File: src/rtl/core/dct1_pkg.sv
// Shared types and constants for the DCT-I forward transform block.
// No dependencies; all other files but the macro header import it.
package dct1_pkg;

   localparam int NIntervalsDefault = 32;

   localparam int SampleWidth = 16;
   localparam int CoeffWidth  = 18;
   localparam int IndexWidth  = 6;

   localparam int CosWidth    = 17;
   localparam int CosDepth    = 64;
   localparam int PhaseWidth  = 6;
   localparam int ProdWidth   = SampleWidth + CosWidth;
   localparam int AccWidth    = 40;

   localparam int SumWidth    = AccWidth + 1;
   localparam int TruncWidth  = 26;
   localparam int OffsetWidth = 23;
   localparam int RecipShift  = 24;
   localparam int RecipWidth  = 24;

   localparam longint unsigned PiQ30 = 64'd3373259426;
   localparam int TaylorTerms = 10;
   localparam longint unsigned TaylorDen [TaylorTerms] =
      '{64'd2, 64'd12, 64'd30, 64'd56, 64'd90, 64'd132, 64'd182, 64'd240, 64'd306, 64'd380};

   typedef logic signed [SampleWidth-1:0] sample_type;
   typedef logic signed [CoeffWidth-1:0]  coeff_type;
   typedef logic [IndexWidth-1:0]         index_type;
   typedef logic signed [AccWidth-1:0]    acc_type;
   typedef logic [CosDepth-1:0][CosWidth-1:0] cos_table_type;

   typedef struct packed {
      logic sample_valid;
      logic block_end;
      logic weight_two;
      logic shift_en;
   } cell_ctrl_type;

   typedef struct packed {
      acc_type   acc;
      index_type index;
      logic      last;
   } drain_word_type;

endpackage

File: src/rtl/core/dct1_cell.sv
// One mode cell of the DCT-I row: cosine phase, product register and accumulator.
// Depends on dct1_pkg; the cosine table comes in as a parameter.
module dct1_cell #(
   parameter int N_INTERVALS = dct1_pkg::NIntervalsDefault,
   parameter int CELL_INDEX = 0,
   parameter dct1_pkg::cos_table_type COS_TABLE = '0
) (
   input  logic                    clock,
   input  logic                    reset,
   input  dct1_pkg::cell_ctrl_type ctrl,
   input  dct1_pkg::sample_type    sample,
   input  dct1_pkg::acc_type       acc_shift_in,
   output dct1_pkg::acc_type       acc_out
);
   import dct1_pkg::*;

   localparam int TwoN = 2 * N_INTERVALS;
   localparam int PhaseSumWidth = PhaseWidth + 1;

   logic [PhaseWidth-1:0]      phase_ff, phase_in;
   logic [PhaseSumWidth-1:0]   phase_sum;
   logic signed [CosWidth-1:0] cos_val;
   logic signed [ProdWidth-1:0] prod_ff, prod_in;
   logic                       prod_valid_ff;
   logic                       prod_wt2_ff;
   acc_type                    acc_ff, acc_in, addend;

   always_comb begin
      phase_sum = {1'b0, phase_ff} + PhaseSumWidth'(CELL_INDEX);
      if (ctrl.block_end) begin
         phase_in = '0;
      end else if (phase_sum >= PhaseSumWidth'(TwoN)) begin
         phase_in = PhaseWidth'(phase_sum - PhaseSumWidth'(TwoN));
      end else begin
         phase_in = PhaseWidth'(phase_sum);
      end
   end

   assign cos_val = COS_TABLE[phase_ff];
   assign prod_in = sample * cos_val;
   assign addend  = prod_wt2_ff ? (AccWidth'(prod_ff) <<< 1) : AccWidth'(prod_ff);

   always_comb begin
      if (ctrl.shift_en) begin
         acc_in = acc_shift_in;
      end else if (prod_valid_ff) begin
         acc_in = acc_ff + addend;
      end else begin
         acc_in = acc_ff;
      end
   end

   always_ff @(posedge clock) begin
      if (reset) begin
         phase_ff      <= '0;
         prod_valid_ff <= 1'b0;
         acc_ff        <= '0;
      end else begin
         prod_valid_ff <= ctrl.sample_valid;
         if (ctrl.sample_valid) begin
            phase_ff <= phase_in;
         end
         acc_ff <= acc_in;
      end
   end

   always_ff @(posedge clock) begin
      if (ctrl.sample_valid) begin
         prod_ff     <= prod_in;
         prod_wt2_ff <= ctrl.weight_two;
      end
   end

   assign acc_out = acc_ff;

endmodule

File: config.mk
export PLATFORM = sky130hd
export DESIGN_NAME = dct1_cell
export DESIGN_NICKNAME = d
export VERILOG_FILES = /design/src/rtl/core/dct1_pkg.sv /design/src/rtl/core/dct1_cell.sv
export SDC_FILE = /design/constraint.sdc
export NUM_CORES = 1
export LEC_CHECK = 0
export ABC_CLOCK_PERIOD_IN_PS = 800
export BUFFER_PORTS_ARGS = -buffer_cell sky130_fd_sc_hd__buf_2
export CAP_MARGIN = 20
export CORE_UTILIZATION = 23
export DETAILED_ROUTE_END_ITERATION = 10
export SYNTH_ARGS = -nofsm -noshare
export SYNTH_HDL_FRONTEND = slang
export SYNTH_SLANG_ARGS = --single-unit
File: constraint.sdc
create_clock -name clock -period 0.8 [get_ports clock]
set_input_delay 0.04 -clock clock [delete_from_list [all_inputs] [get_ports clock]]
set_output_delay 0.04 -clock clock [all_outputs]
set_load 0.1 [all_outputs]
# Word-level counts from Yosys, hierarchy flattened
# Memories as Yosys holds them, arrays and structs flattened. A register that Yosys moved wholly into a read port is not among the register bits.
# Index checks and enable logic that the tools add are counted.
totals:
  ff_bits: 81
  n_memories: 1
  rom_bits: 1088
  latchBits: 0
  ramBits: 0
  input_bits: 62
  word_cells: 22
classes:
  magnitude_cmp: 2
  n_shift: 0
  bitwise_logic: 0
  n_addsub: 2
  div_mod_pow: 0
  reduce_logical: 3
  eq_ne: 0
  n_mul: 1
  n_mux: 8
mem_list:
  columns: ["memory", "depth", "word_bits", "rd", "rd_clocked_by_memory_dff", "wr", "line", "text"]
  rows:
  - ["(name not given)", 64, 17, 1, 1, 0, "dct1_cell.sv:39", "assign cos_val = COS_TABLE[phase_ff];"]
op_table:
  columns: ["operator", "count"]
  rows:
  - ["2-to-1 mux 40 bit", 2]
  - ["adder 40 x 34 -> 40 bit", 1]
  - ["multiplier 16 x 17 -> 33 bit", 1]
  - ["2-to-1 mux 33 bit", 1]
  - ["2-to-1 mux 6 bit", 4]
  - ["2-to-1 mux 17 bit", 1]
  - [">= comparator 6 x 7 -> 1 bit, second input constant", 1]
  - ["less-than comparator 6 x 7 -> 1 bit, second input constant", 1]
  - ["subtractor 6 x 1 -> 6 bit, second input constant", 1]
  - ["nonzero test 2 bit", 2]
  - ["AND reduction 2 bit", 1]

# Logic depth before layout (Yosys ltp)
# Gate-level depths: netlist (run 1).
logic_depth:
  word_depth: 5
  depth_mapped: 4
  depth_no_buf: 2

# Least setup slack after synthesis (run 1)
# No wires, ideal clock.
synth_path:
  kind: "register to register"
  start: "register acc_ff[0] (netlist: acc_out[0])"
  end: "register acc_ff[0] (netlist: acc_out[0])"
  required_ps: 733
  stages_incl_launch_ff: 3
  slack_ps: -440
  synth_period_minus_slack_ps: 1240
  arrival_ps: 1173
  path_cell_list: "dfxtp_1 > mux2i_1 > nor2_1"
synth_between:
  elab_chain_len: 3
synth_lines:
  columns: ["element", "line", "text"]
  rows:
  - ["start, declared", "dct1_cell.sv:26", "acc_type acc_ff, acc_in, addend;"]
  - ["start signal, assigned", "dct1_cell.sv:63", "acc_ff <= acc_in;"]
  - ["adder 40 x 34 -> 40 bit", "dct1_cell.sv:47", "acc_in = acc_ff + addend;"]
  - ["2-to-1 mux 40 bit", "dct1_cell.sv:46", "end else if (prod_valid_ff) begin"]
  - ["2-to-1 mux 40 bit", "dct1_cell.sv:44", "if (ctrl.shift_en) begin"]
# No other way between the ends. The select of a mux whose other input is x is not followed.
# A chain may end at the register's enable or synchronous reset.

# Worst setup path after layout (run 1)
layout_path:
  start: "register acc_ff[32] (netlist: acc_out[32])"
  end: "output acc_out[32]"
layout_lines:
  columns: ["element", "line", "text"]
  rows:
  - ["end, declared", "dct1_cell.sv:13", "output dct1_pkg::acc_type acc_out"]
# No word-level cell between the ends.

==> results of run 1 <==
==> logic make-up after synthesis <==
| kind of cell | count (synthesis) | synth area share (%) |
|---|---|---|
| DFF | 40 | 54.9 |
| muxes | 40 | 27.5 |
| buffers and inverters | 9 | 7.30 |
| and+or+nand+nor | 40 | 10.3 |
==> how the worst max path moves through the flow <==
stage / cells past startpoint / slack (ns) / start / to
after global routing: 1 / -0.10 / acc_out[10]$_SDFFE_PP0P_ / acc_out[10]
after detailed placement: 4 / -0.006 / ctrl[0] / acc_out[10]$_SDFFE_PP0P_
after floorplan: 2 / 0.03 / acc_out[0]$_SDFFE_PP0P_ / acc_out[0]$_SDFFE_PP0P_
after CTS: 1 / -0.08 / acc_out[32]$_SDFFE_PP0P_ / acc_out[32]
after global placement: 4 / 0.03 / ctrl[0] / acc_out[38]$_SDFFE_PP0P_
final: 1 / -0.06 / acc_out[32]$_SDFFE_PP0P_ / acc_out[32]
==> per-stage QoR <==
stage	instances	total power (W)	util, %
final	326	0.00535	52.1
after global routing	326	0.00560	52.1
after CTS	325	0.00543	51.9
after detailed placement	281	0.00400	44.6
after global placement	281	0.00398	44.6
after floorplan	129	0.00331	-
==> area by class of cell <==
class | count | area share (%)
timing repair buffer | 123 | 46.5
sequential | 40 | 30.3
multi-input combinational | 80 | 17.6
tap | 75 | 2.99
clock buffer | 5 | 2.19
clock inverter | 3 | 0.439
==> cell usage after synthesis, drive strengths merged <==
master and n:
buf 5, clkbuf 4, dfxtp 40, mux2i 40
nor2 40
==> per-layer routing <==
layer / global-route usage, % / vias up / share of wire, %
met5: 0 / - / 0
met4: 3.16 / 0 / 0.35
met3: 4.56 / 2 / 6.8
met2: 22.4 / 44 / 53
met1: 11.8 / 588 / 40
li1: - / 666 / -
==> power by group <==
group	internal, W	switching (W)
Clock	0.000592	0.000674
Sequential	0.00206	0.000122
Combinational	0.000787	0.00111
Total	0.00344	0.00191
==> worst reg2reg max path, cell delays in order, from the launching register on <==
cell and delay, ns:
dfxtp_4 0.35, buf_4 0.13, mux2i_1 0.11, nor2_1 0.05
==> cell usage in the layout, fill, tap and decap left out, drive strengths merged <==
| master | count |
|---|---|
| buf | 87 |
| mux2i | 40 |
| nor2 | 40 |
| dfxtp | 40 |
| dlygate4sd3 | 36 |
| clkbuf | 5 |
| clkinv | 3 |
==> timing repair <==
item,in CTS,in global routing
endpoints found under the setup margin,40,40
setup buffers,0,1
hold buffers,36,0
hold endpoints to repair,36,0
==> results.sh, run 1 <==
export IMPL_fp_dieW_um=81.6
export IMPL_ios=102
export IMPL_power_leakage_nw=1.41
export IMPL_worstHoldPathCells=3
export IMPL_layout_drive_gt1_share_pct=53.4
export IMPL_multiInputGateArea_um2=551
export IMPL_cts_sinks=40
export IMPL_slowest_stage="dfxtp_4"
export IMPL_setup_tns_ns=-2.11
export IMPL_crit_required_ns=0.76
export IMPL_grt_pass1_wl_um=5860
export IMPL_largest_reg_flops=40
export IMPL_slowest_delay_ns=0.37
export IMPL_dr_total_vias=1300
export IMPL_grt_use_total_pct=11.8
export IMPL_power_density_mw_per_mm2=1700
export IMPL_ys_ff_latch=40
export IMPL_ant_nets=0
export IMPL_slew_headroom_pct=89.4
export IMPL_fmax_mhz=1160
export IMPL_n_antenna_cell=0
export IMPL_syn_nets=191
export IMPL_post_cts_resized=0
export IMPL_syn_inst=129
export IMPL_synth_area_mm2=0.00146
export IMPL_critical_path_top_delay_family="flip-flops"
export IMPL_area_delta_synth_final_pct=115
export IMPL_root_buffer="clkbuf_8"
export IMPL_ir_worst_vdd_uv=963
export IMPL_synth_largest_area_cell="dfxtp_1"
export IMPL_dp_hpwl_um=2470
export IMPL_hold_slack_ns=0.000118
export IMPL_r2r_end="acc_out[15]$_SDFFE_PP0P_"
export IMPL_skew_ns=0
export IMPL_max_cap_violations=0
export IMPL_critPathBufInv=1
export IMPL_drtIter0Drc=19
export IMPL_final_seq_area_um2=951
export IMPL_critPathKind="flip-flop to primary output"
export IMPL_rrSetupSlack_ns=0.06
export IMPL_nFillCells=534
export IMPL_place_ws_ns=-0.00586
export IMPL_fin_area_mm2=0.00314
export IMPL_std_cell_rows=28
export IMPL_cts_max_level=2
export IMPL_vias_per_cell=3.99
export IMPL_outcome="complete, but fails checks"
export IMPL_syn_avg_cell_area_um2=11.3
export IMPL_cts_tree="built"
export IMPL_finalMaxSlewViolations=0
export IMPL_arrival_ns=0.82
export IMPL_setup_ws_ns=-0.0634
export IMPL_core_area_mm2=0.00603
export IMPL_io_buffers=82
export IMPL_clk_pin_slew_ns=0.08
export IMPL_die_h_um=81.6
export IMPL_dpl_cell_area_mm2=0.00269
export IMPL_cts_buffers=5
export IMPL_setup_viol=40
export IMPL_hold_class="primary input to flip-flop"
export IMPL_antenna_found_initial=0
export IMPL_seq_area_frac_synth_pct=54.9
export IMPL_die_area_mm2=0.00666
export IMPL_r2r_start="acc_out[15]$_SDFFE_PP0P_"
export IMPL_rsz0062_at_grt="yes"
export IMPL_hold_end="acc_out[2]$_SDFFE_PP0P_"
export IMPL_finalHoldViolCount=0
export IMPL_wl_per_cell_um=11.4
export IMPL_worst_setup_path_end_kind="primary output"
export IMPL_ys_warn_count=0
export IMPL_cp_max_fo=2
export IMPL_violations="negative setup slack"
export IMPL_synth_cell_types=6
export IMPL_cp_start_kind="flip-flop"
export IMPL_layout_nets=312
export IMPL_drc=0
export IMPL_worst_slew_pin_slew_ns=0.155
export IMPL_place_congestion=0.645
export IMPL_synth_top_area_share_pct=54.9
export IMPL_hold_start="acc_shift_in[2]"
export IMPL_clk_path_buf_depth=2
export IMPL_insertion_delay_ns=0.28
export IMPL_drt_wl_total_um=3710
export IMPL_drt_pass1_iterations=3
export IMPL_min_period_over_period_pct=108
export IMPL_grt_remaining_overflow=0
export IMPL_start_util_pct=24.2
export IMPL_worstPathCellList="buf_12"
export IMPL_grt_pass1_vias=1319
export IMPL_grt_max_degree=41
export IMPL_period_needed_ns=0.863
export IMPL_synth_area_top_cells="dfxtp_1 55%, mux2i_1 27%, nor2_1 10%"
export IMPL_r2r_worst_path_cells=3
No activity file was read; power rests on OpenSTA's default activity.
==> run 2, diff against run 1 <==
Settings changed: SKIP_LAST_GASP from default to 1.
==> run 2 against run 1 <==
Net effect:
- the run still ends with negative setup slack left
- combinational power about the same
- non-clock buffer count unchanged
- clock skew unchanged
- flip-flop and latch count unchanged
- clock-buffer cell count unchanged
- maximum frequency unchanged
- sequential share of layout area unchanged
- largest cell class unchanged
==> results.sh, run 2 (synthesis gave the netlist of run 1 again) <==
export IMPL_layout_common_cells="44 x buf_12, 42 x buf_2, 40 x mux2i_1, 40 x nor2_1, 40 x dfxtp_4"
export IMPL_dp_hpwl_um=2470
export IMPL_clk_path_buf_depth=2
export IMPL_finalPower_w=0.00535
export IMPL_min_period_over_period_pct=108
export IMPL_r2r_start="acc_out[15]$_SDFFE_PP0P_"
export IMPL_crit_required_ns=0.76
export IMPL_die_h_um=81.6
export IMPL_fmax_mhz=1160
export IMPL_slew_headroom_pct=89.4
export IMPL_finalMaxSlewViolations=0
export IMPL_hold_start="acc_shift_in[2]"
export IMPL_cp_start_kind="flip-flop"
export IMPL_grt_pass1_vias=1319
export IMPL_drtIter0Drc=21
export IMPL_worst_slew_pin_slew_ns=0.155
export IMPL_violations="negative setup slack"
export IMPL_io_buffers=82
export IMPL_arrival_ns=0.82
export IMPL_drt_pass1_iterations=3
export IMPL_vias_per_cell=3.99
export IMPL_utilization_pct=52.1
export IMPL_clk_pin_slew_ns=0.08
export IMPL_nFillCells=534
export IMPL_setup_viol=40
export IMPL_cts_buffers=5
export IMPL_cts_max_level=2
export IMPL_ir_worst_vdd_uv=963
export IMPL_worst_setup_path_end_kind="primary output"
export IMPL_slowest_stage="dfxtp_4"
export IMPL_grt_pass1_wl_um=5860
export IMPL_hold_slack_ns=0.000118
export IMPL_wl_per_cell_um=11.4
export IMPL_place_ws_ns=-0.00586
export IMPL_rsz0062_at_grt="yes"
export IMPL_power_leakage_nw=1.41
export IMPL_power_density_mw_per_mm2=1700
export IMPL_hold_class="primary input to flip-flop"
export IMPL_cts_tree="built"
export IMPL_n_antenna_cell=0
export IMPL_grt_max_degree=41
export IMPL_largest_reg_flops=40
export IMPL_fp_dieW_um=81.6
export IMPL_slowest_delay_ns=0.37
export IMPL_cts_sinks=40
export IMPL_ios=102
export IMPL_core_area_mm2=0.00603
export IMPL_critical_path_top_delay_family="flip-flops"
export IMPL_critPathKind="flip-flop to primary output"
export IMPL_setup_ws_ns=-0.0634
export IMPL_layout_commonest_cell="buf_12"
export IMPL_worstPathCellList="buf_12"
export IMPL_insertion_delay_ns=0.28
export IMPL_skew_ns=0
export IMPL_startpoint="acc_out[32]$_SDFFE_PP0P_"
export IMPL_drt_wl_total_um=3710
export IMPL_start_util_pct=24.2
export IMPL_root_buffer="clkbuf_8"
export IMPL_grt_remaining_overflow=0
export IMPL_area_delta_synth_final_pct=115
export IMPL_grt_use_total_pct=11.8
export IMPL_max_cap_violations=0
export IMPL_layout_drive_gt1_share_pct=53.4
export IMPL_place_congestion=0.645
export IMPL_die_area_mm2=0.00666
export IMPL_std_cell_rows=28
export IMPL_outcome="complete, but fails checks"
export IMPL_ant_nets=0
export IMPL_drc=0
export IMPL_finalHoldViolCount=0
export IMPL_period_needed_ns=0.863
export IMPL_antenna_found_initial=0
export IMPL_cp_max_fo=2
export IMPL_dr_total_vias=1300
export IMPL_critPathBufInv=1
export IMPL_layout_nets=312
==> run 2: cell counts in the layout (fill, tap and decap cells not counted) <==
No cell type changed its count.
==> run 2: what timing repair did <==
item | in CTS | in global routing
resized for setup | 0 | 0
setup endpoints to repair | 40 | 40
hold buffers | 36 | 0
endpoints found under the hold margin | 36 | 0
buffers inserted | 0 | 1
==> run 2: power breakdown <==
| group | internal (W) | total, W | switching [W] |
|---|---|---|---|
| logic | 0.000787 | 0.00190 | 0.00111 |
| registers | 0.00206 | 0.00219 | 0.000122 |
| clock network | 0.000592 | 0.00127 | 0.000674 |
| total | 0.00344 | 0.00535 | 0.00191 |
==> run 2: stage by stage <==
| stage | cell area, µm² | setup TNS, ns | instances |
|---|---|---|---|
| 6_report | 3140 | -2.11 | 326 |
| 3_3_place_gp | 2690 | 0 | 281 |
| 3_5_place_dp | 2690 | -0.00687 | 281 |
| 4_1_cts | 3130 | -2.80 | 325 |
| 5_1_grt | 3140 | -3.56 | 326 |
| 2_1_floorplan | 1610 | 0 | 129 |
==> run 2: final timing paths <==
kind | slack [ns] | cells past startpoint | to
setup / recovery | -0.06 | 1 | acc_out[32]
hold / removal | 0.0001 | 3 | acc_out[2]$_SDFFE_PP0P_
setup reg to reg | 0.06 | 3 | acc_out[15]$_SDFFE_PP0P_
hold reg to reg | 0.52 | 2 | acc_out[14]$_SDFFE_PP0P_
==> run 2: layout make-up <==
type	count	area (µm²)	share of cell area (%)
Clock inverter	3	13.8	0.439
Multi-Input combinational cell	80	551	17.6
Tap cell	75	93.8	2.99
Sequential cell	40	951	30.3
Clock buffer	5	68.8	2.19
Timing Repair Buffer	123	1460	46.5
==> run 2: layer usage <==
metal / global-route usage [%] / up-vias / share of wire [%]
li1: - / 666 / -
met1: 11.8 / 588 / 40
met2: 22.4 / 44 / 53
met3: 4.56 / 2 / 6.8
met4: 3.16 / 0 / 0.35
met5: 0 / - / 0
==> run 2: worst reg2reg max path, cell delays in order (launching register included) <==
cell and delay, ns:
dfxtp_4 0.35, buf_4 0.13, mux2i_1 0.11, nor2_1 0.05
