===== config.mk =====
export PLATFORM = sky130hd
export DESIGN_NAME = dct1_scaler_flat
export DESIGN_NICKNAME = d
export VERILOG_FILES = /design/src/rtl/core/dct1_pkg.sv /design/src/rtl/core/dct1_if.sv /design/src/rtl/core/dct1_scaler.sv /design/src/flat_wrapper.sv
export SDC_FILE = /design/constraint.sdc
export NUM_CORES = 1
export LEC_CHECK = 0
export ABC_AREA = 0
export BUFFER_PORTS_ARGS = -buffer_cell sky130_fd_sc_hd__buf_2
export CAP_MARGIN = 5
export CORE_ASPECT_RATIO = 0.7
export CORE_MARGIN = 2
export CORE_UTILIZATION = 55
export CTS_CLUSTER_SIZE = 24
export DETAILED_ROUTE_END_ITERATION = 10
export GPL_TIMING_DRIVEN = 0
export PLACE_DENSITY = 0.89
export SETUP_SLACK_MARGIN = 0.2
export SLEW_MARGIN = 20
export SYNTH_ARGS = -nofsm -noshare
export SYNTH_HDL_FRONTEND = slang
export SYNTH_SLANG_ARGS = --single-unit

===== constraint.sdc =====
create_clock -name clock -period 6.6 [get_ports clock]
set_clock_uncertainty 0.05 [all_clocks]
set_input_delay 0.33 -clock clock [delete_from_list [all_inputs] [get_ports clock]]
set_output_delay 0.33 -clock clock [all_outputs]
set_load 0.05 [all_outputs]

===== src/rtl/core/dct1_pkg.sv =====
// Shared types and constants for the DCT-I forward transform block.
// No dependencies; all other files but the macro header import it.
package dct1_pkg;

   localparam int NIntervalsDefault = 32;

   localparam int SampleWidth = 16;
   localparam int CoeffWidth  = 18;
   localparam int IndexWidth  = 6;

   localparam int CosWidth    = 17;
   localparam int CosDepth    = 64;
   localparam int PhaseWidth  = 6;
   localparam int ProdWidth   = SampleWidth + CosWidth;
   localparam int AccWidth    = 40;

   localparam int SumWidth    = AccWidth + 1;
   localparam int TruncWidth  = 26;
   localparam int OffsetWidth = 23;
   localparam int RecipShift  = 24;
   localparam int RecipWidth  = 24;

   localparam longint unsigned PiQ30 = 64'd3373259426;
   localparam int TaylorTerms = 10;
   localparam longint unsigned TaylorDen [TaylorTerms] =
      '{64'd2, 64'd12, 64'd30, 64'd56, 64'd90, 64'd132, 64'd182, 64'd240, 64'd306, 64'd380};

   typedef logic signed [SampleWidth-1:0] sample_type;
   typedef logic signed [CoeffWidth-1:0]  coeff_type;
   typedef logic [IndexWidth-1:0]         index_type;
   typedef logic signed [AccWidth-1:0]    acc_type;
   typedef logic [CosDepth-1:0][CosWidth-1:0] cos_table_type;

   typedef struct packed {
      logic sample_valid;
      logic block_end;
      logic weight_two;
      logic shift_en;
   } cell_ctrl_type;

   typedef struct packed {
      acc_type   acc;
      index_type index;
      logic      last;
   } drain_word_type;

endpackage


===== src/rtl/core/dct1_if.sv =====


interface dct1_rsp_if;
   import dct1_pkg::*;
   logic      valid;
   logic      ready;
   coeff_type coeff;
   index_type coeff_index;
   logic      last_coeff;
   modport source (output valid, output coeff, output coeff_index, output last_coeff,
                   input ready);
   modport sink (input valid, input coeff, input coeff_index, input last_coeff,
                 output ready);
endinterface


===== src/rtl/core/dct1_scaler.sv =====
// Output scaler: rounds a drained accumulator by 2/N (1/N at modes 0 and N),
// saturates to Q3.15, holds the result. Depends on dct1_pkg, dct1_rsp_if.
module dct1_scaler #(
   parameter int N_INTERVALS = dct1_pkg::NIntervalsDefault
) (
   input  logic                     clock,
   input  logic                     reset,
   input  logic                     drain_valid,
   input  dct1_pkg::drain_word_type drain_word,
   output logic                     drain_ready,
   dct1_rsp_if.source               rsp_chan
);
   import dct1_pkg::*;

   localparam int SatSpan = (1 << (CoeffWidth - 1)) * N_INTERVALS;
   localparam logic signed [SumWidth-1:0] RoundNormal = SumWidth'(N_INTERVALS * 16384);
   localparam logic signed [SumWidth-1:0] RoundEdge = SumWidth'(N_INTERVALS * 32768);
   localparam logic signed [TruncWidth-1:0] TruncHigh = TruncWidth'(SatSpan - 1);
   localparam logic signed [TruncWidth-1:0] TruncLow = TruncWidth'(-SatSpan);
   localparam logic signed [TruncWidth-1:0] TruncOffset = TruncWidth'(SatSpan);
   localparam logic [RecipWidth-1:0] Recip = RecipWidth'((1 << RecipShift) / N_INTERVALS);
   localparam logic [OffsetWidth-1:0] NDivisor = OffsetWidth'(N_INTERVALS);

   logic advance;
   logic edge_mode;
   logic signed [SumWidth-1:0]   round_sum;
   logic signed [TruncWidth-1:0] trunc_in, trunc_ff, trunc_clamp;
   logic [OffsetWidth-1:0]       offset_in, offset_ff, offset3_ff;
   logic [OffsetWidth+RecipWidth-1:0] recip_prod;
   logic [CoeffWidth-1:0]        quot_est_ff, quot_final;
   logic [OffsetWidth-1:0]       back_prod, remainder;

   logic s1_valid_ff, s2_valid_ff, s3_valid_ff, out_valid_ff;
   index_type s1_index_ff, s2_index_ff, s3_index_ff, out_index_ff;
   logic s1_last_ff, s2_last_ff, s3_last_ff, out_last_ff;
   coeff_type out_coeff_ff;

   assign advance     = !out_valid_ff || rsp_chan.ready;
   assign drain_ready = advance;

   assign edge_mode = (drain_word.index == '0) ||
                      (drain_word.index == IndexWidth'(N_INTERVALS));
   assign round_sum = SumWidth'(drain_word.acc) + (edge_mode ? RoundEdge : RoundNormal);
   assign trunc_in  = edge_mode ? TruncWidth'(round_sum >>> 16) : TruncWidth'(round_sum >>> 15);

   always_comb begin
      if (trunc_ff > TruncHigh) begin
         trunc_clamp = TruncHigh;
      end else if (trunc_ff < TruncLow) begin
         trunc_clamp = TruncLow;
      end else begin
         trunc_clamp = trunc_ff;
      end
   end

   assign offset_in  = OffsetWidth'(trunc_clamp + TruncOffset);
   assign recip_prod = offset_ff * Recip;
   assign back_prod  = OffsetWidth'(quot_est_ff) * NDivisor;
   assign remainder  = offset3_ff - back_prod;
   assign quot_final = (remainder >= NDivisor) ? quot_est_ff + 1'b1 : quot_est_ff;

   always_ff @(posedge clock) begin
      if (reset) begin
         s1_valid_ff  <= 1'b0;
         s2_valid_ff  <= 1'b0;
         s3_valid_ff  <= 1'b0;
         out_valid_ff <= 1'b0;
      end else if (advance) begin
         s1_valid_ff  <= drain_valid;
         s2_valid_ff  <= s1_valid_ff;
         s3_valid_ff  <= s2_valid_ff;
         out_valid_ff <= s3_valid_ff;
      end
   end

   always_ff @(posedge clock) begin
      if (advance) begin
         trunc_ff     <= trunc_in;
         s1_index_ff  <= drain_word.index;
         s1_last_ff   <= drain_word.last;
         offset_ff    <= offset_in;
         s2_index_ff  <= s1_index_ff;
         s2_last_ff   <= s1_last_ff;
         quot_est_ff  <= recip_prod[RecipShift +: CoeffWidth];
         offset3_ff   <= offset_ff;
         s3_index_ff  <= s2_index_ff;
         s3_last_ff   <= s2_last_ff;
         out_coeff_ff <= {~quot_final[CoeffWidth-1], quot_final[CoeffWidth-2:0]};
         out_index_ff <= s3_index_ff;
         out_last_ff  <= s3_last_ff;
      end
   end

   assign rsp_chan.valid       = out_valid_ff;
   assign rsp_chan.coeff       = out_coeff_ff;
   assign rsp_chan.coeff_index = out_index_ff;
   assign rsp_chan.last_coeff  = out_last_ff;

endmodule


===== src/flat_wrapper.sv =====
// flat-port wrapper written by rule: the top's interface ports become plain ports
module dct1_scaler_flat import dct1_pkg::*;
#(
   parameter int N_INTERVALS = dct1_pkg::NIntervalsDefault
)
  (clock, reset, drain_valid, drain_word, drain_ready, rsp_chan_valid, rsp_chan_coeff, rsp_chan_coeff_index, rsp_chan_last_coeff, rsp_chan_ready);
  dct1_rsp_if rsp_chan_i ();
  input  logic clock;
  input  logic reset;
  input  logic drain_valid;
  input  dct1_pkg::drain_word_type drain_word;
  output logic drain_ready;
  output wire logic [$bits(rsp_chan_i.valid)-1:0] rsp_chan_valid;
  output wire logic [$bits(rsp_chan_i.coeff)-1:0] rsp_chan_coeff;
  output wire logic [$bits(rsp_chan_i.coeff_index)-1:0] rsp_chan_coeff_index;
  output wire logic [$bits(rsp_chan_i.last_coeff)-1:0] rsp_chan_last_coeff;
  input wire logic [$bits(rsp_chan_i.ready)-1:0] rsp_chan_ready;
  assign rsp_chan_valid = rsp_chan_i.valid;
  assign rsp_chan_coeff = rsp_chan_i.coeff;
  assign rsp_chan_coeff_index = rsp_chan_i.coeff_index;
  assign rsp_chan_last_coeff = rsp_chan_i.last_coeff;
  assign rsp_chan_i.ready = rsp_chan_ready;
  dct1_scaler #(.N_INTERVALS(N_INTERVALS)) u_core (.clock(clock), .reset(reset), .drain_valid(drain_valid), .drain_word(drain_word), .drain_ready(drain_ready), .rsp_chan(rsp_chan_i));
endmodule

# Word level (Yosys, flattened, before mapping)
# Cells that the tools add are included.
# totals
input_bits	51
output_inout_bits	27
regBits	140
# classes
n_reduce_logical	4
order_cmp	3
eq_ne	1
muxes	5
add_sub_neg	4
bitwise_logic	1
# ops
cell	n
$mux 23	2
$add 40x22->41	1
$gt 26x23->1 const B	1
$lt 26x23->1 const B	1
$mux 25	1
$add 23x23->23 const B	1
$ge 23x6->1 const B	1
$sub 23x23->23	1
$mux 21	1
$add 18x1->18 const B	1
$mux 18	1
$eq 6x6->1 const B	1
$logic_not 6->1	1
$logic_or 1x1->1	2
$logic_not 1->1	1
$not 1->1	1

# Longest topological paths before layout
# Gate-level depths: netlist (run 1).
# depth
depth_word	5
mapped_depth	13

# Least setup slack after synthesis (run 1)
# Ideal clock, no wire load.
# synth_path
kind	reg2reg
from	register u_core.out_valid_ff (netlist: u_core.rsp_chan.valid)
to	register u_core.offset_ff[10], enable pin
t_required_ns	6.080
setup_slack_ns	2.966
setup_ns	0.470
period_less_slack_ns	3.634
t_arrival_ns	3.113
stages_incl_launch_ff	4
path_cell_list	dfxtp_1 > nor2b_1 > clkbuf_1 > inv_1
# synth_via
elab_chain_cells	2
# synth_rtl
element	line_no	source
start, declared	dct1_scaler.sv:33	logic s1_valid_ff, s2_valid_ff, s3_valid_ff, out_valid_ff;
start signal, assigned	dct1_scaler.sv:72	out_valid_ff <= s3_valid_ff;
$logic_not 1->1	dct1_scaler.sv:38	assign advance = !out_valid_ff || rsp_chan.ready;
$logic_or 1x1->1	dct1_scaler.sv:38	
net drain_ready	flat_wrapper.sv:12	output logic drain_ready;
end signal, assigned	dct1_scaler.sv:81	offset_ff <= offset_in;
end, declared	dct1_scaler.sv:28	logic [OffsetWidth-1:0] offset_in, offset_ff, offset3_ff;
# The timed path passes the listed nets, and every way through them passes these cells.
# A chain may end at the register's enable or synchronous reset.

# Final worst setup path (run 1)
# layout_path
from	input drain_word[4] (netlist bit)
to	register u_core.trunc_ff[23] (data pin)
# layout_via
elab_chain_cells	5
elab_cells_between_ends	6
# layout_rtl
element	line_no	source
start, declared	flat_wrapper.sv:11	input dct1_pkg::drain_word_type drain_word;
$eq 6x6->1 or $logic_not 6->1 (tied branches)	dct1_scaler.sv:42, dct1_scaler.sv:41	
$logic_or 1x1->1 (*)	dct1_scaler.sv:41	assign edge_mode = (drain_word.index == '0) ||
$mux 21	dct1_scaler.sv:43	assign round_sum = SumWidth'(drain_word.acc) + (edge_mode ? RoundEdge : RoundNormal);
$add 40x22->41	dct1_scaler.sv:43	
$mux 25 (*)	dct1_scaler.sv:44	assign trunc_in = edge_mode ? TruncWidth'(round_sum >>> 16) : TruncWidth'(round_sum >>> 15);
net u_core.trunc_in[23]	dct1_scaler.sv:27	logic signed [TruncWidth-1:0] trunc_in, trunc_ff, trunc_clamp;
end signal, assigned	dct1_scaler.sv:78	trunc_ff <= trunc_in;
end, declared	dct1_scaler.sv:27	
# The timed path passes the listed nets; every way through them passes the cells marked *.

==> impl_metrics.yaml, run 1 <==
synthesis:
  syn-instance-count: 306
  syn_avg_cell_area_um2: 14.4
  yosys_warnings: 0
  syn_nets: 359
  synth.cell_area_um2: 4410
  ys_async_sr_fraction_pct: 0
  synth_compound_area_share_pct: 12.1
  synthSimpleGateAreaFrac_pct: 9.16
  ys_ff_latch: 107
  synth_adder_area_share_pct: 0.737
  synthMuxAreaShare_pct: 1.36
  synth.distinct_cells: 54
  synth_xor_area_share_pct: 2.18
  synth_top_family_by_area: "compound AO/OA/AOI/OAI gates"
  synth_flop_cell: "edfxtp_1"
  synth_edf_count: 103
  yosysSeqAreaShare_pct: 71.9
setup_path:
  crit_cells: 14
  critPathCaptureType: "flip-flop"
  r2r_cells: 4
  crit_chain: "buf_2, nor3_1, nand2_1, buf_4, clkbuf_1, and2_1, fa_1, and3_1, clkbuf_1, and4_1, clkbuf_1, nand2_1, a2bb2oi_1, o221a_2"
  cp_common_cell: "clkbuf_1"
  arrival_ps: 3270
  rr_startpoint: "u_core.rsp_chan.valid$_SDFFE_PP0P_"
  cp_data_required_time_ps: 6640
  slowest_delay_ps: 490
  path_class: "in -> reg"
  path_buf_inv: 5
  cp_max_fo: 10
  crit_start: "drain_word[4]"
  cp_slowest_cell: "fa_1"
  critPathTopFamily: "simple AND/OR/NAND/NOR gates"
  start_kind: "input pin"
  cp-endpoint: "u_core.trunc_ff[23]$_DFFE_PP_"
  reg2reg_to: "u_core.s3_index_ff[1]$_DFFE_PP_"
  r2r_setup_slack_ps: 4720
sta:
  period_minus_slack_ps: 3220
  rsz0062_at_grt: "false"
  fin_tns_setup_ps: 0
  relSlewSlack_pct: 56.2
  drv_slew: 0
  worst_slew_pin_slew_ps: 657
  finalHoldViolations: 0
  fmaxAchievable_mhz: 310
  finalCritPeriodShare_pct: 48.9
  setup-violations-final: 0
cells_and_area:
  fin_nets: 424
  layout_commonest_cell: "edfxtp_1"
  diodes: 0
  final_cell_mix: "103 x edfxtp_1, 56 x buf_2, 26 x nand2_1, 20 x nor2_1, 18 x o21a_1"
  final_layout_size_suffix_gt1_share_pct: 22.9
  syn_to_final_growth_pct: 16.3
detailed_routing:
  dr.pass1.iters: 5
  drt_iter0_drc: 267
  ant_nets: 0
  wire_per_inst_um: 16.1
  wl_mm: 7.66
  post_drt_via_cell_ratio: 5.65
  drc: 0
  vias: 2697
placed_design:
  gp_congestion: 0.925
  port_buffers: 53
  place_hpwl_mm: 5.18
global_route:
  grt_pass1_vias: 2565
  grt_max_degree: 54
  grt_pass1_wl_mm: 12.4
  grt_use_total_pct: 18.5
  antenna_found_initial: 0
  grt_overflow: 0
power:
  finalPower_mw: 1.49
  powerDensity_nw_per_um2: 291
  ir_drop_v: 0.000182
  p_leak_nw: 1.96
floorplanning:
  die_h_um: 78.9
  core_area_um2: 7840
  die_area_um2: 8770
  row_count: 27
  die_w_um: 111
  top_level_ports: 78
  start_util_pct: 56.3
clock_network:
  cts_root_buf: "clkbuf_16"
  post-cts-setup-buffers: 0
  cts_sinks: 107
  cts.htree.levels: 3
  cts_resized: 0
  cts_buffer_depth: 2
  clk_pin_slew_worst_paths_ps: 70
  clock_latency_ps: 350
  cts_tree: "built"
  cts_made_buffers: 9
  holdBufCountCts: 0
job:
  maxCapViolCount: 0
status:
  status: "complete, no violations"
hold_path:
  hold_class: "in -> reg"
## layout make-up
class                      instances  area (µm²)
clock inverter                     7        80.1
clock buffer                       9         225
sequential                       107        3170
buffer                            19        87.6
tap                              101         126
multi-input combinational        173        1130
inverter                           7        28.8
timing repair buffer              54         285
fill                             553        2710
## routing by layer
metal  part of all wire (%)  track usage, %
met5                      0               0
met4                    2.1            8.27
met3                    7.0            4.27
met2                     46            29.8
met1                     45            24.5
## registers in the layout, indices dropped and copies added (netlist names), 6 cells and up
register / count
u_core.rsp_chan.coeff: 18
u_core.quot_est_ff: 18
u_core.offset_ff: 18
u_core.rsp_chan.coeff_index: 6
u_core.s3_index_ff: 6
u_core.s1_index_ff: 6
u_core.s2_index_ff: 6
u_core.trunc_ff: 21
## where the power goes
| group | switching [mW] | internal [mW] |
|---|---|---|
| Clock | 0.247 | 0.269 |
| Combinational | 0.108 | 0.0402 |
| Sequential | 0.0171 | 0.812 |
| Total | 0.372 | 1.12 |
## worst register-to-register path, delay by kind of cell, from the launching register on
kind          cells  cell delay [ps]
flops             1              310
simple gates      1              120
buf+inv           3             1050
## stage by stage
stage	utilization [%]	cell area [µm²]	hold slack, ps	instances	setup slack (ps)
global route	65.5	5130	102	477	3200
detailed placement	61.6	4830	355	461	3080
CTS	65.5	5130	97.4	477	3450
global placement	61.3	4800	350	460	2490
floorplan	-	4410	350	306	2970
finish	65.5	5130	112	477	3380
## worst min path at each step
stage	endpoint	depth (start not counted)	startpoint
floorplan	u_core.quot_est_ff[0]$_DFFE_PP_	0	u_core.offset_ff[5]$_SDFFCE_PP1P_
CTS	u_core.s1_last_ff$_DFFE_PP_	1	drain_word[0]
detailed placement	u_core.quot_est_ff[12]$_DFFE_PP_	0	u_core.offset_ff[17]$_SDFFCE_PP1P_
global placement	u_core.quot_est_ff[0]$_DFFE_PP_	0	u_core.offset_ff[5]$_SDFFCE_PP1P_
finish	u_core.s1_last_ff$_DFFE_PP_	1	drain_word[0]
global route	u_core.s1_last_ff$_DFFE_PP_	1	drain_word[0]
## synthesized netlist by cell type, types with 6 or more instances
cell type | count | area share (%)
nor2_1 | 20 | 1.7
inv_1 | 7 | 0.60
xnor2_1 | 6 | 1.2
o21ai_0 | 13 | 1.5
edfxtp_1 | 103 | 70
o21a_1 | 18 | 3.1
a211oi_1 | 6 | 1.0
nand2_1 | 26 | 2.2
mux2i_1 | 6 | 1.4
nor3_1 | 6 | 0.68
a21oi_1 | 7 | 0.79
clkbuf_1 | 11 | 0.94
nand3_1 | 8 | 0.91
## logic make-up after synthesis
group,after synthesis
mux,6
fa+ha+maj,2
xor+xnor,11
buf+inv,26
compound gates,75
simple gates,79
flops,107
No activity file was read; power rests on OpenSTA's default activity.
==> inputs of run 2 (changes only) <==
Settings changed: ABC_AREA 0 to 1, CORE_UTILIZATION 55 to 50, PLACE_DENSITY 0.89 to 0.86.
Clock period 6.6 ns to 2.95 ns, I/O delays scaled along.
==> run 2 against run 1 <==
Against the previous run:
- via count grew 0.37%
- clock power grew 140%
- flip-flop and latch count is the same
- sequential share of layout area shrank 1.1 points
- final area grew 1.9%
- combinational power grew 120%
- critical path type unchanged
- highest routed layer unchanged
- first-iteration DRC count shrank 23%
- critical path depth shrank 1
==> impl_metrics.yaml, run 2 <==
sta:
  rsz0062_at_grt: "false"
  finalWorstSetupSlack_ps: 318
  finalCritPeriodShare_pct: 89.2
  period_minus_slack_ps: 2630
  finalHoldViolations: 0
  drv_slew: 0
  fin_tns_setup_ps: 0
  worst_slew_pin_slew_ps: 646
  setup-violations-final: 0
  relSlewSlack_pct: 56.9
  fmaxAchievable_mhz: 380
cells_and_area:
  final_cell_mix: "133 x nand2_1, 103 x edfxtp_1, 59 x buf_2, 26 x inv_1, 19 x nor2_1"
  layout_commonest_cell: "nand2_1"
  top_register: "u_core.trunc_ff"
  largest_reg_flops: 21
  fin_cells: 545
  diodes: 0
  final_layout_size_suffix_gt1_share_pct: 21.8
  syn_to_final_growth_pct: 21.1
  fin_nets: 488
setup_path:
  start_kind: "input pin"
  critPathCaptureType: "flip-flop"
  path_class: "in -> reg"
  rr_startpoint: "u_core.rsp_chan.valid$_SDFFE_PP0P_"
  crit_chain: "dlygate4sd3_1, buf_2, inv_1, nand3_4, inv_2, clkbuf_4, fa_2, nand2_1, nor3_4, buf_4, xnor2_1, nor2_1, o21bai_1"
  reg2reg_to: "u_core.s2_index_ff[5]$_DFFE_PP_"
  r2r_setup_slack_ps: 1110
  cp_data_required_time_ps: 2980
  r2r_cells: 4
  path_buf_inv: 6
  critPathTopFamily: "buffers and inverters"
  cp_max_fo: 10
  cp_slowest_cell: "dlygate4sd3_1"
  arrival_ps: 2660
  slowest_delay_ps: 530
synthesis:
  syn_avg_cell_area_um2: 12.2
  synth_compound_area_share_pct: 1.83
  synth_edf_count: 103
  ys_ff_latch: 107
  synth_common_cells: "133 x nand2_1, 103 x edfxtp_1, 28 x inv_1"
  synth_top_family_by_area: "simple AND/OR/NAND/NOR gates"
  synth_xor_area_share_pct: 1.83
  ys_async_sr_fraction_pct: 0
  synth.area.top_cells: "edfxtp_1 72%, nand2_1 12%, inv_1 2.4%"
  synth_adder_area_share_pct: 0.753
  synthSimpleGateAreaFrac_pct: 18.8
  syn_nets: 408
  synth_flop_cell: "edfxtp_1"
  yosys_warnings: 0
  synth.distinct_cells: 31
  synth.cell_area_um2: 4320
  yosysSeqAreaShare_pct: 73.5
  post-synth-top-count-cell: "nand2_1"
  yosysTopAreaCellShare_pct: 71.6
  synth_top_area_cell: "edfxtp_1"
  synthMuxAreaShare_pct: 0
  syn-instance-count: 355
detailed_routing:
  drc: 0
  wire_per_inst_um: 13.2
  wl_mm: 7.21
  drt_iter0_drc: 205
  vias: 2707
  post_drt_via_cell_ratio: 4.97
  dr.pass1.iters: 5
  ant_nets: 0
placed_design:
  gp_congestion: 0.899
  place_hpwl_mm: 5.05
  placed_cells: 520
  pre_cts_slack_ps: 343
  port_buffers: 58
global_route:
  grt_max_degree: 42
  grt_pass1_wl_mm: 11.6
  grt_pass1_vias: 2487
  grt_overflow: 0
  grt_use_total_pct: 16.5
  antenna_found_initial: 0
floorplanning:
  die_h_um: 81.8
  die_area_um2: 9410
  die_w_um: 115
  start_util_pct: 51.4
  top_level_ports: 78
  row_count: 28
  core_area_um2: 8410
hold_path:
  hold_class: "in -> reg"
  hp-start: "drain_valid"
  hold_depth: 3
  worstHoldEndpoint: "u_core.s1_valid_ff$_SDFFE_PP0P_"
power:
  p_leak_nw: 2.22
  ir_drop_v: 0.000339
  powerDensity_nw_per_um2: 655
  finalPower_mw: 3.43
job:
  maxCapViolCount: 0
clock_network:
  clock_latency_ps: 330
  clk_pin_slew_worst_paths_ps: 60
  cts_made_buffers: 9
  cts_tree: "built"
  cts_sinks: 107
  cts.htree.levels: 3
  cts_buffer_depth: 2
  cts_root_buf: "clkbuf_16"
status:
  status: "complete, no violations"
## run 2: routing by layer
layer	share of wire (%)	GRT usage [%]	vias up
li1	-	-	1364
met4	1.7	5.90	0
met1	46	21.2	1238
met5	0	0	-
met2	47	27.8	91
met3	5.4	4.06	14
## run 2: kinds of logic after synthesis
| logic type | count (synthesis) |
|---|---|
| and+or+nand+nor | 189 |
| DFF | 107 |
| buffers and inverters | 35 |
| AOI/OAI and AO/OA | 13 |
| xor gates and xnor gates | 9 |
| adders and majority gates | 2 |
## run 2: area by class of cell
type,instances,area (µm²)
sequential,107,3180
multi-input combinational,213,1030
tap,105,131
clock inverter,7,100
timing repair buffer,69,418
inverter,29,113
buffer,6,38.8
clock buffer,9,225
fill,648,3180
## run 2: timing repair
| action | in CTS | in global routing |
|---|---|---|
| hold buffers | 8 | 0 |
| hold endpoints to repair | 11 | 0 |
| endpoints found under the setup margin | 0 | 12 |
| resized for setup | 0 | 5 |
| buffers inserted | 0 | 1 |
## run 2: per-stage QoR
step | area, µm² | hold slack [ps] | util (%)
3_5_place_dp | 4800 | 279 | 57.0
4_1_cts | 5200 | 7.69 | 61.9
5_1_grt | 5230 | 13.7 | 62.2
3_3_place_gp | 4760 | 275 | 56.6
6_report | 5230 | 16.5 | 62.2
2_1_floorplan | 4330 | 160 | -
## run 2: how the worst max path moves through the flow
stage,slack [ps],cells past startpoint,to,from
4_1_cts,220,14,u_core.trunc_ff[19]$_DFFE_PP_,drain_word[2]
3_5_place_dp,340,13,u_core.trunc_ff[19]$_DFFE_PP_,drain_word[5]
5_1_grt,250,14,u_core.trunc_ff[19]$_DFFE_PP_,drain_word[2]
2_1_floorplan,70,3,u_core.offset_ff[10]$_SDFFCE_PP1P_,u_core.rsp_chan.valid$_SDFFE_PP0P_
3_3_place_gp,10,4,drain_ready,u_core.rsp_chan.valid$_SDFFE_PP0P_
6_report,320,13,u_core.trunc_ff[9]$_DFFE_PP_,drain_word[2]
## run 2: tightest hold or removal path, stage by stage
cell and delay, ps:
buf_2 100, nand2_1 50, a21oi_1 60
## run 2: power by group
part           internal, mW  switching (mW)
clock                 0.749           0.499
sequential             1.81          0.0343
combinational        0.0852           0.246
total                  2.65           0.779
